<file path="src/rtl/hsvc_pkg.sv">
// hsvc_pkg: shared types and constants of the hsv to rgb pixel converter
// no dependencies; imported by the channel interfaces and every rtl module
`default_nettype none

package hsvc_pkg;

   // field widths of one beat
   localparam int HUE_W = 16;
   localparam int PCT_W = 7;
   localparam int CHAN_W = 8;

   // pipeline depth
   localparam int NUM_STAGES = 5;

   // percent ceiling and sector span
   localparam int PERCENT_FULL = 100;
   localparam int HUE_SECTOR_SPAN = 60;
   localparam int SECTORS_PER_TURN = 6;

   // floor(hue / 60) = (hue * 69906) >> 22, exact for 16-bit hue
   localparam int RECIP_60_HUE = 69906;
   localparam int RECIP_60_HUE_SHIFT = 22;
   // floor(v * 255 / 100) = (v * 5347860) >> 21, exact for v <= 100
   localparam int HI_SCALE = 5347860;
   localparam int HI_SHIFT = 21;
   // floor(q / 6) = (q * 1366) >> 13, exact for q < 1093
   localparam int RECIP_6 = 1366;
   localparam int RECIP_6_SHIFT = 13;
   // floor(x / 100) = (x * 20972) >> 21, exact for x <= 25500
   localparam int RECIP_100 = 20972;
   localparam int RECIP_100_SHIFT = 21;
   // floor(x / 60) = (x * 17477) >> 20, exact for x <= 15045
   localparam int RECIP_60_ADJ = 17477;
   localparam int RECIP_60_ADJ_SHIFT = 20;

   // which channel ramps in each 60-degree sector
   typedef enum logic [2:0] {
      SECTOR_GREEN_UP = 3'd0,
      SECTOR_RED_DOWN = 3'd1,
      SECTOR_BLUE_UP  = 3'd2,
      SECTOR_GREEN_DOWN = 3'd3,
      SECTOR_RED_UP   = 3'd4,
      SECTOR_BLUE_DOWN = 3'd5
   } sector_type;

   // per-stage load enables and occupancy
   typedef struct packed {
      logic [NUM_STAGES-1:0] enable;
      logic [NUM_STAGES-1:0] valid;
   } pipe_ctrl_type;

endpackage

`default_nettype wire

</file>
<file path="src/rtl/hsvc_datapath.sv">
// hsvc_datapath: five register stages from hsv percent to 8-bit rgb
// depends on hsvc_pkg (constants, sector_type, pipe_ctrl_type)
`default_nettype none

module hsvc_datapath
   import hsvc_pkg::*;
(
   input  wire logic              clock,
   input  wire logic              reset,
   input  wire pipe_ctrl_type     ctrl,
   input  wire logic [HUE_W-1:0]  hue,
   input  wire logic [PCT_W-1:0]  saturation,
   input  wire logic [PCT_W-1:0]  brightness,
   output logic [CHAN_W-1:0]      red,
   output logic [CHAN_W-1:0]      green,
   output logic [CHAN_W-1:0]      blue
);

   localparam int QW = 11;    // floor(hue / 60) up to 1092
   localparam int Q6W = 8;    // floor(q / 6) up to 182
   localparam int OFFW = 6;   // offset within a sector
   localparam int PRODW = 15; // hi * (100 - s) up to 25500
   localparam int PW = 14;    // (hi - lo) * offset up to 15045

   // stage 0: clamp, sector index and max level
   logic [PCT_W-1:0]  sat_clamp;
   logic [PCT_W-1:0]  val_clamp;
   logic [32:0]       hue_prod;
   logic [28:0]       hi_prod;
   logic [HUE_W-1:0]  hue0_ff;
   logic [QW-1:0]     q0_in, q0_ff;
   logic [PCT_W-1:0]  sat0_ff;
   logic [CHAN_W-1:0] hi0_in, hi0_ff;

   always_comb begin
      sat_clamp = (saturation > PCT_W'(PERCENT_FULL)) ? PCT_W'(PERCENT_FULL) : saturation;
      val_clamp = (brightness > PCT_W'(PERCENT_FULL)) ? PCT_W'(PERCENT_FULL) : brightness;
      hue_prod  = 33'(hue) * 33'(RECIP_60_HUE);
      hi_prod   = 29'(val_clamp) * 29'(HI_SCALE);
      q0_in     = QW'(hue_prod >> RECIP_60_HUE_SHIFT);
      hi0_in    = CHAN_W'(hi_prod >> HI_SHIFT);
   end

   always_ff @(posedge clock) begin
      if (ctrl.enable[0]) begin
         hue0_ff <= hue;
         q0_ff   <= q0_in;
         sat0_ff <= sat_clamp;
         hi0_ff  <= hi0_in;
      end
   end

   // stage 1: offset within sector, q / 6, and hi * (100 - s)
   logic [HUE_W-1:0]  off_full;
   logic [20:0]       q6_prod;
   logic [OFFW-1:0]   off1_ff;
   logic [QW-1:0]     q1_ff;
   logic [Q6W-1:0]    q6_1_in, q6_1_ff;
   logic [PRODW-1:0]  prod1_in, prod1_ff;
   logic [CHAN_W-1:0] hi1_ff;

   always_comb begin
      off_full = hue0_ff - HUE_W'(HUE_W'(q0_ff) * HUE_W'(HUE_SECTOR_SPAN));
      q6_prod  = 21'(q0_ff) * 21'(RECIP_6);
      q6_1_in  = Q6W'(q6_prod >> RECIP_6_SHIFT);
      prod1_in = PRODW'(hi0_ff) * PRODW'(PCT_W'(PERCENT_FULL) - sat0_ff);
   end

   always_ff @(posedge clock) begin
      if (ctrl.enable[1]) begin
         off1_ff  <= off_full[OFFW-1:0];
         q1_ff    <= q0_ff;
         q6_1_ff  <= q6_1_in;
         prod1_ff <= prod1_in;
         hi1_ff   <= hi0_ff;
      end
   end

   // stage 2: sector from q mod 6, min level
   logic [QW-1:0]     sec_full;
   logic [28:0]       lo_prod;
   sector_type        sec2_ff;
   logic [OFFW-1:0]   off2_ff;
   logic [CHAN_W-1:0] hi2_ff;
   logic [CHAN_W-1:0] lo2_in, lo2_ff;

   always_comb begin
      sec_full = q1_ff - QW'(QW'(q6_1_ff) * QW'(SECTORS_PER_TURN));
      lo_prod  = 29'(prod1_ff) * 29'(RECIP_100);
      lo2_in   = CHAN_W'(lo_prod >> RECIP_100_SHIFT);
   end

   always_ff @(posedge clock) begin
      if (ctrl.enable[2]) begin
         sec2_ff <= sector_type'(sec_full[2:0]);
         off2_ff <= off1_ff;
         hi2_ff  <= hi1_ff;
         lo2_ff  <= lo2_in;
      end
   end

   // stage 3: ramp product (hi - lo) * offset
   logic [CHAN_W-1:0] span;
   logic [PW-1:0]     p3_in, p3_ff;
   sector_type        sec3_ff;
   logic [CHAN_W-1:0] hi3_ff;
   logic [CHAN_W-1:0] lo3_ff;

   always_comb begin
      span  = hi2_ff - lo2_ff;
      p3_in = PW'(span) * PW'(off2_ff);
   end

   always_ff @(posedge clock) begin
      if (ctrl.enable[3]) begin
         p3_ff   <= p3_in;
         sec3_ff <= sec2_ff;
         hi3_ff  <= hi2_ff;
         lo3_ff  <= lo2_ff;
      end
   end

   // stage 4: ramp amount and channel assignment
   logic [27:0]       adj_prod;
   logic [CHAN_W-1:0] adj;
   logic [CHAN_W-1:0] up;
   logic [CHAN_W-1:0] down;
   logic [CHAN_W-1:0] red_in, green_in, blue_in;
   logic [CHAN_W-1:0] red_ff, green_ff, blue_ff;

   always_comb begin
      adj_prod = 28'(p3_ff) * 28'(RECIP_60_ADJ);
      adj      = CHAN_W'(adj_prod >> RECIP_60_ADJ_SHIFT);
      up       = lo3_ff + adj;
      down     = hi3_ff - adj;
      case (sec3_ff)
         SECTOR_GREEN_UP: begin
            red_in = hi3_ff; green_in = up;     blue_in = lo3_ff;
         end
         SECTOR_RED_DOWN: begin
            red_in = down;   green_in = hi3_ff; blue_in = lo3_ff;
         end
         SECTOR_BLUE_UP: begin
            red_in = lo3_ff; green_in = hi3_ff; blue_in = up;
         end
         SECTOR_GREEN_DOWN: begin
            red_in = lo3_ff; green_in = down;   blue_in = hi3_ff;
         end
         SECTOR_RED_UP: begin
            red_in = up;     green_in = lo3_ff; blue_in = hi3_ff;
         end
         default: begin
            red_in = hi3_ff; green_in = lo3_ff; blue_in = down;
         end
      endcase
   end

   always_ff @(posedge clock) begin
      if (ctrl.enable[4]) begin
         red_ff   <= red_in;
         green_ff <= green_in;
         blue_ff  <= blue_in;
      end
   end

   assign red   = red_ff;
   assign green = green_ff;
   assign blue  = blue_ff;

   // offset stays inside one sector
   assert property (@(posedge clock) disable iff (reset)
      ctrl.valid[2] |-> (off2_ff < OFFW'(HUE_SECTOR_SPAN)))
      else $error("sector offset out of range");

   // sector index is one of six
   assert property (@(posedge clock) disable iff (reset)
      ctrl.valid[2] |-> (sec2_ff <= SECTOR_BLUE_DOWN))
      else $error("sector index out of range");

   // min level never exceeds max level
   assert property (@(posedge clock) disable iff (reset)
      ctrl.valid[3] |-> (lo3_ff <= hi3_ff))
      else $error("min level above max level");

endmodule

`default_nettype wire

</file>
<file path="config.mk">
export PLATFORM = sky130hd
export DESIGN_NAME = hsvc_datapath
export DESIGN_NICKNAME = d
export VERILOG_FILES = /design/src/rtl/hsvc_pkg.sv /design/src/rtl/hsvc_datapath.sv
export SDC_FILE = /design/constraint.sdc
export NUM_CORES = 1
export LEC_CHECK = 0
export BUFFER_PORTS_ARGS = -buffer_cell sky130_fd_sc_hd__buf_2
export CAP_MARGIN = 25
export CELL_PAD_IN_SITES_DETAIL_PLACEMENT = 2
export CELL_PAD_IN_SITES_GLOBAL_PLACEMENT = 2
export CORE_ASPECT_RATIO = 1.5
export CORE_UTILIZATION = 30
export DETAILED_ROUTE_END_ITERATION = 6
export GPL_TIMING_DRIVEN = 0
export MAX_ROUTING_LAYER = met4
export PLACE_DENSITY_LB_ADDON = 0.1
export SLEW_MARGIN = 20
export SYNTH_ARGS = -nofsm -noshare
export SYNTH_HDL_FRONTEND = slang
export SYNTH_SLANG_ARGS = --single-unit
</file>
<file path="constraint.sdc">
create_clock -name clock -period 17 [get_ports clock]
set_input_delay 2.55 -clock clock [delete_from_list [all_inputs] [get_ports clock]]
set_output_delay 2.55 -clock clock [all_outputs]
set_load 0.005 [all_outputs]
</file>
==> flow_summary.json <==
{
  "first_pass_iters": 4,
  "tightest_slew_ps": 963,
  "area_delta_synth_final_pct": 10.0,
  "first_iter_violations": 227,
  "path_common_cell": "fa_1",
  "crit_path_max_incr_delay_ps": 540,
  "die_w_um": 213,
  "crit_arrival_ps": 7500,
  "relSlewSlack": 0.356,
  "first_global_vias": 16000,
  "end_kind": "register",
  "viasPerCell": 4.68,
  "finalSetupViolations": 0,
  "slowest_stage": "fa_1",
  "drt_wl_total_mm": 52.1,
  "vias": 13300,
  "cp_num_buf_inv": 1,
  "holdCritPathClass": "reg -> reg",
  "nFillCells": 7235,
  "yosys_warnings": 0,
  "synth_edf_count": 148,
  "grt_first_pass_wirelength_mm": 85.2,
  "cts_root_buf": "clkbuf_16",
  "setup-tns-final_ps": 0,
  "ys.flop_type": "edfxtp_1",
  "cap_violations": 0,
  "yosys.area.top_type": "ha_1",
  "num_rows": 115,
  "wire_per_inst_um": 18.3,
  "drv_slew": 0,
  "grt_max_degree": 35,
  "cp_max_fo": 4,
  "yosys_register_bits": 148,
  "holdBufCountCts": 0,
  "syn_nets": 2590,
  "synth_area_leaders": "ha_1 (29%), edfxtp_1 (22%), fa_1 (21%)",
  "largestRegisters": "prod1_ff: 15 flops, p3_ff: 14 flops, q0_ff: 11 flops",
  "grt_usage": 0.170,
  "cts_buffers": 17,
  "initial_core_util": 0.304,
  "drive_above_1_share": 0.0563,
  "netlist_instances": 1880,
  "cts_resized": 0,
  "async_reset_ff_frac": 0,
  "r2r_start": "p3_ff[11]$_DFFE_PP_",
  "synth.avg_cell_area_sq_um": 10.6,
  "period_minus_slack_ps": 7290,
  "floorplan.die_area_sq_um": 67700,
  "rsz0062_at_grt": "false",
  "crit_family": "adder cells",
  "die_h_um": 318,
  "core_area_sq_um": 65800,
  "status": "complete, no violations",
  "cts.sinks": 148,
  "antenna_found_initial": 1,
  "ys_types": 60,
  "nets": 2668,
  "ant_nets": 0,
  "clock_latency_ps": 460,
  "fmax_mhz": 137,
  "period_share": 0.429,
  "synth.top_cell.area_share": 0.289,
  "crit_chain": "ha_1 -> fa_1 -> fa_1 -> fa_1 -> fa_1 -> ha_1 -> o211ai_1 -> nor2_1 -> nand3_1 -> a211oi_1 -> o21a_1 -> o21ai_0 -> xnor2_1 -> inv_1 -> ha_1 -> a21boi_0 -> o21ai_0 -> a211o_1 -> xnor3_1 -> and3_1 -> o21ai_0 -> a21oi_1 -> o32a_1",
  "start_kind": "register",
  "multi_input_area_sq_um": 14000,
  "place_hpwl_mm": 46.4,
  "required_ps": 17210,
  "largest_register_ffs": 15,
  "h-tree-depth": 4,
  "criticalPathCategory": "reg -> reg",
  "regArea_sq_um": 4440,
  "grt_overflow_total": 0,
  "syn-cell-area_sq_um": 20000,
  "fin_skew_ps": 13.7,
  "ys_seq_area_frac": 0.222,
  "port_buffers": 59,
  "io_pins": 66,
  "cts_tree": "done",
  "hold_viol": 0,
  "clkSlewWorstSetupHoldPaths_ps": 70,
  "hp-start": "hi1_ff[4]$_DFFE_PP_",
  "place.gp.congestion": 0.804,
  "post-cts-setup-buffer-count": 0,
  "drc": 0,
  "top_register": "prod1_ff",
  "startpoint": "p3_ff[11]$_DFFE_PP_",
  "max-clock-path-buffers": 2
}
==> worst paths after layout <==
path                          to  slack, ps  cells after the start
max           green[7]$_DFFE_PP_       9710                     23
min          hi2_ff[4]$_DFFE_PP_        420                      0
max reg2reg   green[7]$_DFFE_PP_       9710                     23
min reg2reg  hi2_ff[4]$_DFFE_PP_        420                      0
==> cells in the final DEF (no fill, tap or decap), types with 18 or more instances in the layout <==
cell type and n:
buf_2 59, a21o_1 35, xor2_1 23, nor2_1 54
and2_1 53, nand2b_1 19, inv_1 391, edfxtp_1 148
xnor2_1 74, clkbuf_1 18, nand2_1 117, a21oi_1 63
o21ai_0 56, ha_1 462, fa_1 206
==> cell type report <==
type                    instances  share of cell area
diodes                          1            0.000114
plain buffers                  18             0.00307
clock buffers                  18              0.0195
clock inverters                14             0.00797
inverters                     392              0.0669
multi-input cells            1322               0.637
flip-flops and latches        148               0.202
well taps                     877              0.0499
repair buffers                 59              0.0134
==> cell families after synthesis <==
kind of cell,synth area share
xor gates and xnor gates,0.0448
buffers and inverters,0.0770
and+or+nand+nor,0.0720
adders and majority gates,0.496
DFF,0.222
muxes,0.0131
AOI/OAI and AO/OA,0.0750
==> cells in the mapped netlist (23+ instances only) <==
cell type / instances
nor2_1: 54
fa_1: 206
inv_1: 391
nand2_1: 117
o21ai_0: 56
and2_1: 53
edfxtp_1: 148
xnor2_1: 74
xor2_1: 23
a21oi_1: 63
a21o_1: 35
ha_1: 462
==> per-layer routing <==
layer / up-vias / GRT usage / wire [um]
li1: 6401 / - / -
met1: 6773 / 0.156 / 18200
met2: 112 / 0.355 / 32200
met3: 52 / 0.0157 / 634
met4: 0 / 0.0483 / 1010
met5: - / - / 0
==> through the flow <==
stage	hold slack [ps]	util	worst slack [ps]	cell area [sq um]	cells
6_report	425	0.334	9710	22000	2849
5_1_grt	448	0.334	9310	22000	2849
4_1_cts	428	0.334	9600	22000	2848
3_5_place_dp	412	0.325	9490	21400	2816
3_3_place_gp	407	0.325	9560	21400	2816
2_1_floorplan	400	-	10360	20000	1880
Power is not shown: default switching activity piles up to over one toggle a cycle in this logic, so the estimate is an artifact.
