### config.mk
export PLATFORM = sky130hd
export DESIGN_NAME = hsvc_pipe_ctrl
export DESIGN_NICKNAME = d
export VERILOG_FILES = /design/src/rtl/hsvc_pkg.sv /design/src/rtl/hsvc_pipe_ctrl.sv
export SDC_FILE = /design/constraint.sdc
export NUM_CORES = 1
export LEC_CHECK = 0
export BUFFER_PORTS_ARGS = -buffer_cell sky130_fd_sc_hd__buf_2
export CAP_MARGIN = 20
export CORE_AREA = 2 2 39 41
export DETAILED_ROUTE_END_ITERATION = 10
export DIE_AREA = 0 0 41 43
export GPL_ROUTABILITY_DRIVEN = 0
export PLACE_DENSITY = 0.38
export SYNTH_ARGS = -nofsm -noshare
export SYNTH_HDL_FRONTEND = slang
export SYNTH_SLANG_ARGS = --single-unit
### constraint.sdc
create_clock -name clock -period 1.3 [get_ports clock]
set_input_delay 0.195 -clock clock [delete_from_list [all_inputs] [get_ports clock]]
set_output_delay 0.195 -clock clock [all_outputs]
set_load 0.05 [all_outputs]
### src/rtl/hsvc_pkg.sv
// hsvc_pkg: shared types and constants of the hsv to rgb pixel converter
// no dependencies; imported by the channel interfaces and every rtl module
`default_nettype none

package hsvc_pkg;

   // field widths of one beat
   localparam int HUE_W = 16;
   localparam int PCT_W = 7;
   localparam int CHAN_W = 8;

   // pipeline depth
   localparam int NUM_STAGES = 5;

   // percent ceiling and sector span
   localparam int PERCENT_FULL = 100;
   localparam int HUE_SECTOR_SPAN = 60;
   localparam int SECTORS_PER_TURN = 6;

   // floor(hue / 60) = (hue * 69906) >> 22, exact for 16-bit hue
   localparam int RECIP_60_HUE = 69906;
   localparam int RECIP_60_HUE_SHIFT = 22;
   // floor(v * 255 / 100) = (v * 5347860) >> 21, exact for v <= 100
   localparam int HI_SCALE = 5347860;
   localparam int HI_SHIFT = 21;
   // floor(q / 6) = (q * 1366) >> 13, exact for q < 1093
   localparam int RECIP_6 = 1366;
   localparam int RECIP_6_SHIFT = 13;
   // floor(x / 100) = (x * 20972) >> 21, exact for x <= 25500
   localparam int RECIP_100 = 20972;
   localparam int RECIP_100_SHIFT = 21;
   // floor(x / 60) = (x * 17477) >> 20, exact for x <= 15045
   localparam int RECIP_60_ADJ = 17477;
   localparam int RECIP_60_ADJ_SHIFT = 20;

   // which channel ramps in each 60-degree sector
   typedef enum logic [2:0] {
      SECTOR_GREEN_UP = 3'd0,
      SECTOR_RED_DOWN = 3'd1,
      SECTOR_BLUE_UP  = 3'd2,
      SECTOR_GREEN_DOWN = 3'd3,
      SECTOR_RED_UP   = 3'd4,
      SECTOR_BLUE_DOWN = 3'd5
   } sector_type;

   // per-stage load enables and occupancy
   typedef struct packed {
      logic [NUM_STAGES-1:0] enable;
      logic [NUM_STAGES-1:0] valid;
   } pipe_ctrl_type;

endpackage

`default_nettype wire

### src/rtl/hsvc_pipe_ctrl.sv
// hsvc_pipe_ctrl: valid bits and per-stage load enables of the pixel pipeline
// depends on hsvc_pkg (NUM_STAGES, pipe_ctrl_type)
`default_nettype none

module hsvc_pipe_ctrl
   import hsvc_pkg::*;
(
   input  wire logic    clock,
   input  wire logic    reset,
   input  wire logic    in_valid,
   output logic         in_ready,
   output logic         out_valid,
   input  wire logic    out_ready,
   output pipe_ctrl_type ctrl
);

   logic [NUM_STAGES-1:0] valid_ff;
   logic [NUM_STAGES-1:0] valid_in;
   logic [NUM_STAGES-1:0] enable;

   // a stage loads when it is empty or its content moves on
   always_comb begin
      enable[NUM_STAGES-1] = !valid_ff[NUM_STAGES-1] || out_ready;
      for (int i = NUM_STAGES - 2; i >= 0; i--) begin
         enable[i] = !valid_ff[i] || enable[i+1];
      end
   end

   // valid bits follow the data
   always_comb begin
      valid_in = valid_ff;
      if (enable[0]) begin
         valid_in[0] = in_valid;
      end
      for (int i = 1; i < NUM_STAGES; i++) begin
         if (enable[i]) begin
            valid_in[i] = valid_ff[i-1];
         end
      end
   end

   always_ff @(posedge clock) begin
      if (reset) begin
         valid_ff <= '0;
      end else begin
         valid_ff <= valid_in;
      end
   end

   assign in_ready     = enable[0];
   assign out_valid    = valid_ff[NUM_STAGES-1];
   assign ctrl.enable  = enable;
   assign ctrl.valid   = valid_ff;

   // an empty output stage never holds back the input
   assert property (@(posedge clock) disable iff (reset)
      !valid_ff[NUM_STAGES-1] |-> in_ready)
      else $error("input stalled with empty output stage");

   // an accepted beat lands in the first stage
   assert property (@(posedge clock) disable iff (reset)
      (in_valid && in_ready) |=> valid_ff[0])
      else $error("accepted beat not captured");

   // beats in flight change only by those accepted and delivered
   assert property (@(posedge clock) disable iff (reset)
      1'b1 |=> ($countones(valid_ff) == $past($countones(valid_ff))
                + int'($past(in_valid && in_ready))
                - int'($past(out_valid && out_ready))))
      else $error("beat lost or repeated in pipeline");

endmodule

`default_nettype wire

==> impl_metrics.csv, run 1 <==
group,metric,value,unit
floorplan,core,0.00138,mm²
timing,slew_headroom,83.3,%
layout,layout.nets,50,
floorplan,rows,14,
setup_path,critPathRequiredTime,1.11,ns
layout,drive_gt1_share,71.1,%
layout,multi_input_comb_area,105,µm²
cts,htreeDepth,1,
worst_hold_path,hp-class,"input port to flip-flop",
timing,finalCriticalPeriod,1.33,ns
layout,diodes,0,
layout,fin_cells,61,
timing,finClkSkew,0.00366,ns
setup_path,timing.rr.start,"valid_ff[2]",
setup_path,cp_max_fo,4,
layout,fin_area,434,µm²
timing,hold_viol_final,0,
synthesis,yosysSeqAreaShare,44.2,%
synthesis,yosysWarnings,0,
power,clkPwrFrac,46.8,%
timing,rsz0062_at_grt,"yes",
timing,finalCritPeriodShare,102,%
run_status,violations,"setup timing",
power,p_sw,0.103,mW
setup_path,path_cells,"and4b_2, inv_2, buf_8",
synthesis,netlist_instances,24,
global_routing,track_usage,8.22,%
cts,cts_tree,"done",
power,p_sw_share,26.4,%
placed_design,placed_area,333,µm²
routing,via_per_inst,3.95,
layout,fillCellCount,147,
global_routing,grt_pass1_wl,855,µm
layout,top_register,"valid_ff",
routing,vias,241,
placed_design,hpwl,438,µm
setup_path,criticalPathCategory,"flip-flop to output port",
layout,areaGrowthSynthToFinish,91.7,%
floorplan,die_area,0.00176,mm²
routing,wirelength,582,µm
power,p_comb_share,11.9,%
cts,cts_root_buffer,"clkbuf_4",
cts,numClockSinks,5,
routing,wl_per_cell,9.54,µm
power,cellPowerDensity,894,mW/mm²
power,seqPwrFrac,41.2,%
routing,drt_pass1_iterations,2,
global_routing,antenna_found_initial,0,
synthesis,syn_area,226,µm²
routing,drtAntennaViolNets,0,
cts,clk_latency,0.24,ns
setup_path,critPathLaunchType,"flip-flop",
cts,clockBufferDepth,2,
global_routing,overflow,0,
placed_design,port_buffers,15,
job,drv_cap,0,
placed_design,dp_slack,0.117,ns
worst_hold_path,min-delay-start,"in_valid",
synthesis,syn_avg_cell_area,9.44,µm²
floorplan,initial_core_util,16.4,%
layout,top_regs,"valid_ff (5)",
setup_path,worst_path_max_delay_cell,"dfxtp_4",
setup_path,startpoint,"valid_ff[2]",
timing,maxSlewViolCount,0,
cts,path_clk_slew,0.05,ns
cts,cts_hold_buf,0,
setup_path,slowest_delay,0.33,ns
power,ir_drop,0.499,mV
layout,largest_reg_flops,5,
synthesis,synth_fp_nets,28,
cts,cts_made_buffers,3,
placed_design,dp_cells,53,
global_routing,grt_max_degree,8,
layout,regArea,114,µm²
global_routing,grt_pass1_vias,203,
floorplan,dieWidth,41,µm
floorplan,io_pins,16,
power,finalPower,0.388,mW
routing,drt_iter0_markers,2,
timing,tightest_slew,0.252,ns
timing,setup_viol_count_final,3,
floorplan,fp.dieH,43,µm
synthesis,ys_seq_elements,5,
routing,drc,0,
timing,timing.setup.tns,-0.0766,ns
power,p_int,0.286,mW
timing,fmax,753,MHz
setup_path,critical_path_arrival,1.13,ns
power,p_leak,0.192,nW
synthesis,synth_cell_types,13,
setup_path,endpoint_kind,"output port",
setup_path,regToRegSetupSlack,0.35,ns
timing,fin_ws,-0.0289,ns
run_status,outcome,"finished, violations left",
==> final timing paths <==
path,to,cells past startpoint
worst max-delay path,ctrl[7],3
worst min-delay path,valid_ff[0],3
worst max register to register,valid_ff[1],3
worst min register to register,valid_ff[0],2
==> final cells by class <==
cell class	instances	area share (%)
clock buffer	4	6.05
tap	16	4.61
inverter	5	4.32
multi-input combinational	12	24.2
timing repair buffer	19	34.6
sequential	5	26.2
==> cells in the mapped netlist <==
cell type,count,area (µm²)
and4b_2,1,11.3
or2b_2,1,8.76
o31ai_4,1,21.3
nand3_1,1,5.00
inv_1,4,15.0
o22ai_1,1,6.26
inv_2,1,3.75
nand2_1,1,3.75
nand3b_1,2,15.0
buf_4,2,15.0
a21oi_1,3,15.0
dfxtp_1,5,100
nand2b_1,1,6.26
==> power groups by stage <==
stage | Sequential, mW | Clock (mW) | Combinational [mW]
after floorplan | 0.179 | 0 | 0.0122
after global placement | 0.163 | 0 | 0.0418
after detailed placement | 0.164 | 0 | 0.0423
after CTS | 0.160 | 0.194 | 0.0456
after global routing | 0.161 | 0.207 | 0.0486
final | 0.160 | 0.182 | 0.0463
==> what timing repair did <==
action	4_1_cts	5_1_grt
pin swaps	1	1
buffers inserted	3	1
hold endpoints to repair	0	0
resized for setup	11	4
setup endpoints to repair	5	6
==> worst max-delay path, delay by kind of cell (launching register included) <==
family | cells | cell delay, ns
simple gates | 1 | 0.28
flops | 1 | 0.33
buf+inv | 2 | 0.28
==> logic make-up (layout without fill, tap and decap cells) <==
group	Yosys count	in the layout	synth area share (%)
flip-flops	5	5	44.2
AO/OA/AOI/OAI	5	5	18.8
buffers and inverters	7	28	14.9
AND/OR/NAND/NOR	7	7	22.1
==> per-stage QoR <==
| step | util (%) | hold slack [ns] |
|---|---|---|
| after global placement | 24.1 | 0.451 |
| after CTS | 30.1 | 0.197 |
| after floorplan | - | 0.254 |
| final | 31.4 | 0.205 |
| after global routing | 31.4 | 0.201 |
| after detailed placement | 24.1 | 0.461 |
==> layer usage <==
layer	GRT usage, %	routed length [µm]	vias to the layer above	share of wire [%]
li1	-	-	119	-
met2	10.0	259	18	45
met5	0	0	-	0
met3	7.85	94	0	16
met1	8.33	229	104	39
met4	6.00	0	0	0
==> cell usage in the layout, fill, tap and decap left out <==
master,instances
clkbuf_1,1
buf_4,5
dfxtp_4,3
and4b_2,1
o31ai_4,1
or2b_2,1
nand2b_1,1
buf_8,3
buf_6,2
inv_1,4
clkbuf_4,3
nand3b_1,2
buf_2,9
o22ai_1,1
a21oi_1,3
dfxtp_2,2
nand2_1,1
inv_2,1
nand3_4,1
No activity file was read; power rests on OpenSTA's default activity.
==> run 2, diff against run 1 <==
--- a/config.mk
+++ b/config.mk
@@ -7,9 +7,9 @@
 export LEC_CHECK = 0
 export BUFFER_PORTS_ARGS = -buffer_cell sky130_fd_sc_hd__buf_2
 export CAP_MARGIN = 20
-export CORE_AREA = 2 2 39 41
+export CORE_AREA = 5 5 42 44
 export DETAILED_ROUTE_END_ITERATION = 10
-export DIE_AREA = 0 0 41 43
+export DIE_AREA = 0 0 47 49
 export GPL_ROUTABILITY_DRIVEN = 0
 export PLACE_DENSITY = 0.38
 export SYNTH_ARGS = -nofsm -noshare
==> constraint.sdc (replaced) <==
create_clock -name clock -period 1.3 [get_ports clock]
set_input_delay 0.13 -clock clock [delete_from_list [all_inputs] [get_ports clock]]
set_output_delay 0.13 -clock clock [all_outputs]
set_load 0.05 [all_outputs]
==> run 2 against run 1 <==
Effect of this change:
- sequential share of layout area increased by 3.7 points
- largest cell class is now registers
- die area increased by 31%
- sequential power about the same
- non-clock buffer count decreased by 4
- cell count decreased by 6.6%
- critical path depth unchanged
- clock-buffer cell count unchanged
- the flow now finishes without violations
==> impl_metrics.csv, run 2 (synthesis results as in run 1) <==
group,metric,value,unit
routing,drt_pass1_iterations,3,
setup_path,criticalPathCategory,"flip-flop to output port",
layout,fin_area,380,µm²
layout,fin_cells,57,
floorplan,dieWidth,47,µm
run_status,outcome,"finished clean",
placed_design,port_buffers,15,
layout,areaGrowthSynthToFinish,68.0,%
setup_path,startpoint,"valid_ff[2]",
cts,path_clk_slew,0.05,ns
worst_hold_path,min-delay-start,"reset",
setup_path,regToRegSetupSlack,0.34,ns
cts,cts_made_buffers,3,
layout,top_regs,"valid_ff (5)",
power,p_leak,0.158,nW
placed_design,placed_area,333,µm²
routing,vias,219,
timing,finalCritPeriodShare,98.1,%
power,seqPwrFrac,41.9,%
setup_path,timing.rr.start,"valid_ff[2]",
power,finalPower,0.383,mW
floorplan,core,0.00140,mm²
global_routing,grt_pass1_vias,218,
routing,wirelength,572,µm
power,p_int,0.283,mW
routing,via_per_inst,3.84,
layout,diodes,0,
power,p_comb_share,11.0,%
timing,slew_headroom,83.3,%
setup_path,critPathLaunchType,"flip-flop",
power,ir_drop,0.411,mV
cts,clockBufferDepth,2,
timing,maxSlewViolCount,0,
routing,dr_wl_met3,32,µm
global_routing,overflow,0,
routing,wl_per_cell,10.0,µm
layout,fin_util,27.1,%
setup_path,endpoint_kind,"output port",
cts,cts_setup_buffers,0,
layout,layout_common_cells,"buf_2, inv_1, a21oi_1, clkbuf_4, dfxtp_4",
setup_path,endpoint,"ctrl[5]",
layout,top_register,"valid_ff",
layout,largest_reg_flops,5,
routing,drt_iter0_markers,4,
layout,drive_gt1_share,68.3,%
routing,met2_length,343,µm
power,p_sw_share,26.1,%
timing,tightest_slew,0.252,ns
routing,top_layer,"met4",
global_routing,antenna_found_initial,0,
floorplan,io_pins,16,
power,clkPwrFrac,47.1,%
cts,cts_tree,"done",
routing,drtAntennaViolNets,0,
worst_hold_path,hp-class,"input port to flip-flop",
cts,htreeDepth,1,
setup_path,r2r_cells,3,
cts,clk_latency,0.24,ns
timing,finClkSkew,0.00223,ns
floorplan,fp.dieH,49,µm
timing,timing.setup.tns,0,ns
cts,numClockSinks,5,
setup_path,rr_endpoint,"valid_ff[1]",
setup_path,critical_path_arrival,1.14,ns
layout,layout_commonest_cell,"buf_2",
global_routing,track_usage,5.71,%
cts,cts_root_buffer,"clkbuf_4",
cts,cts_hold_buf,0,
setup_path,critPathRequiredTime,1.17,ns
floorplan,die_area,0.00230,mm²
power,p_sw,0.100,mW
routing,drc,0,
floorplan,rows,14,
timing,finalCriticalPeriod,1.27,ns
routing,drt-met1-wl,191,µm
timing,setup_viol_count_final,0,
timing,fmax,784,MHz
global_routing,grt_max_degree,8,
job,drv_cap,0,
timing,rsz0062_at_grt,"yes",
timing,hold_viol_final,0,
power,cellPowerDensity,1010,mW/mm²
setup_path,cp_max_fo,3,
placed_design,dp_cells,53,
global_routing,grt_pass1_wl,897,µm
floorplan,initial_core_util,16.2,%
layout,layout.nets,46,
## run 2: cell types whose count changed in the layout (fill, tap and decap cells not counted)
cell and change:
buf_2 +2, buf_4 -3, buf_6 -1, buf_8 -2
## run 2: layout make-up
type	instances	area (µm²)
inverter	5	18.8
sequential	5	114
tap	16	20.0
fill	166	1020
multi-input combinational	12	105
clock buffer	4	26.3
timing repair buffer	15	96.3
## run 2: repair_timing
item / CTS / global route
pin swaps: 0 / 1
setup endpoints to repair: 4 / 4
resized for setup: 3 / 6
## run 2: power groups by stage
stage / sequential (mW) / combinational [mW] / clock, mW
2_1_floorplan: 0.179 / 0.0122 / 0
3_3_place_gp: 0.163 / 0.0423 / 0
3_5_place_dp: 0.163 / 0.0427 / 0
4_1_cts: 0.160 / 0.0428 / 0.193
5_1_grt: 0.161 / 0.0457 / 0.196
6_report: 0.161 / 0.0421 / 0.180
## run 2: worst min path at each step
stage,to,slack (ns),cells past startpoint
2_1_floorplan,valid_ff[2],0.19,1
3_3_place_gp,valid_ff[0],0.39,3
3_5_place_dp,valid_ff[0],0.40,3
4_1_cts,valid_ff[2],0.14,2
5_1_grt,valid_ff[4],0.17,2
6_report,valid_ff[2],0.15,2
## run 2: routing by layer
metal  GRT usage (%)  up-vias
met5               0        -
met4            6.91        0
met3            1.11        2
met2            8.82        4
met1            5.29      103
li1                -      110
## run 2: through the flow
step	setup slack (ns)	hold slack [ns]
after global routing	-0.0309	0.170
final	0.0252	0.149
after floorplan	0.0198	0.189
after global placement	0.194	0.386
after detailed placement	0.190	0.402
after CTS	-0.0455	0.142
## run 2: critical path, stage by stage, from the launching register on
cell and delay, ns:
dfxtp_4 0.34, and4b_2 0.29, nand3_4 0.08, buf_4 0.19
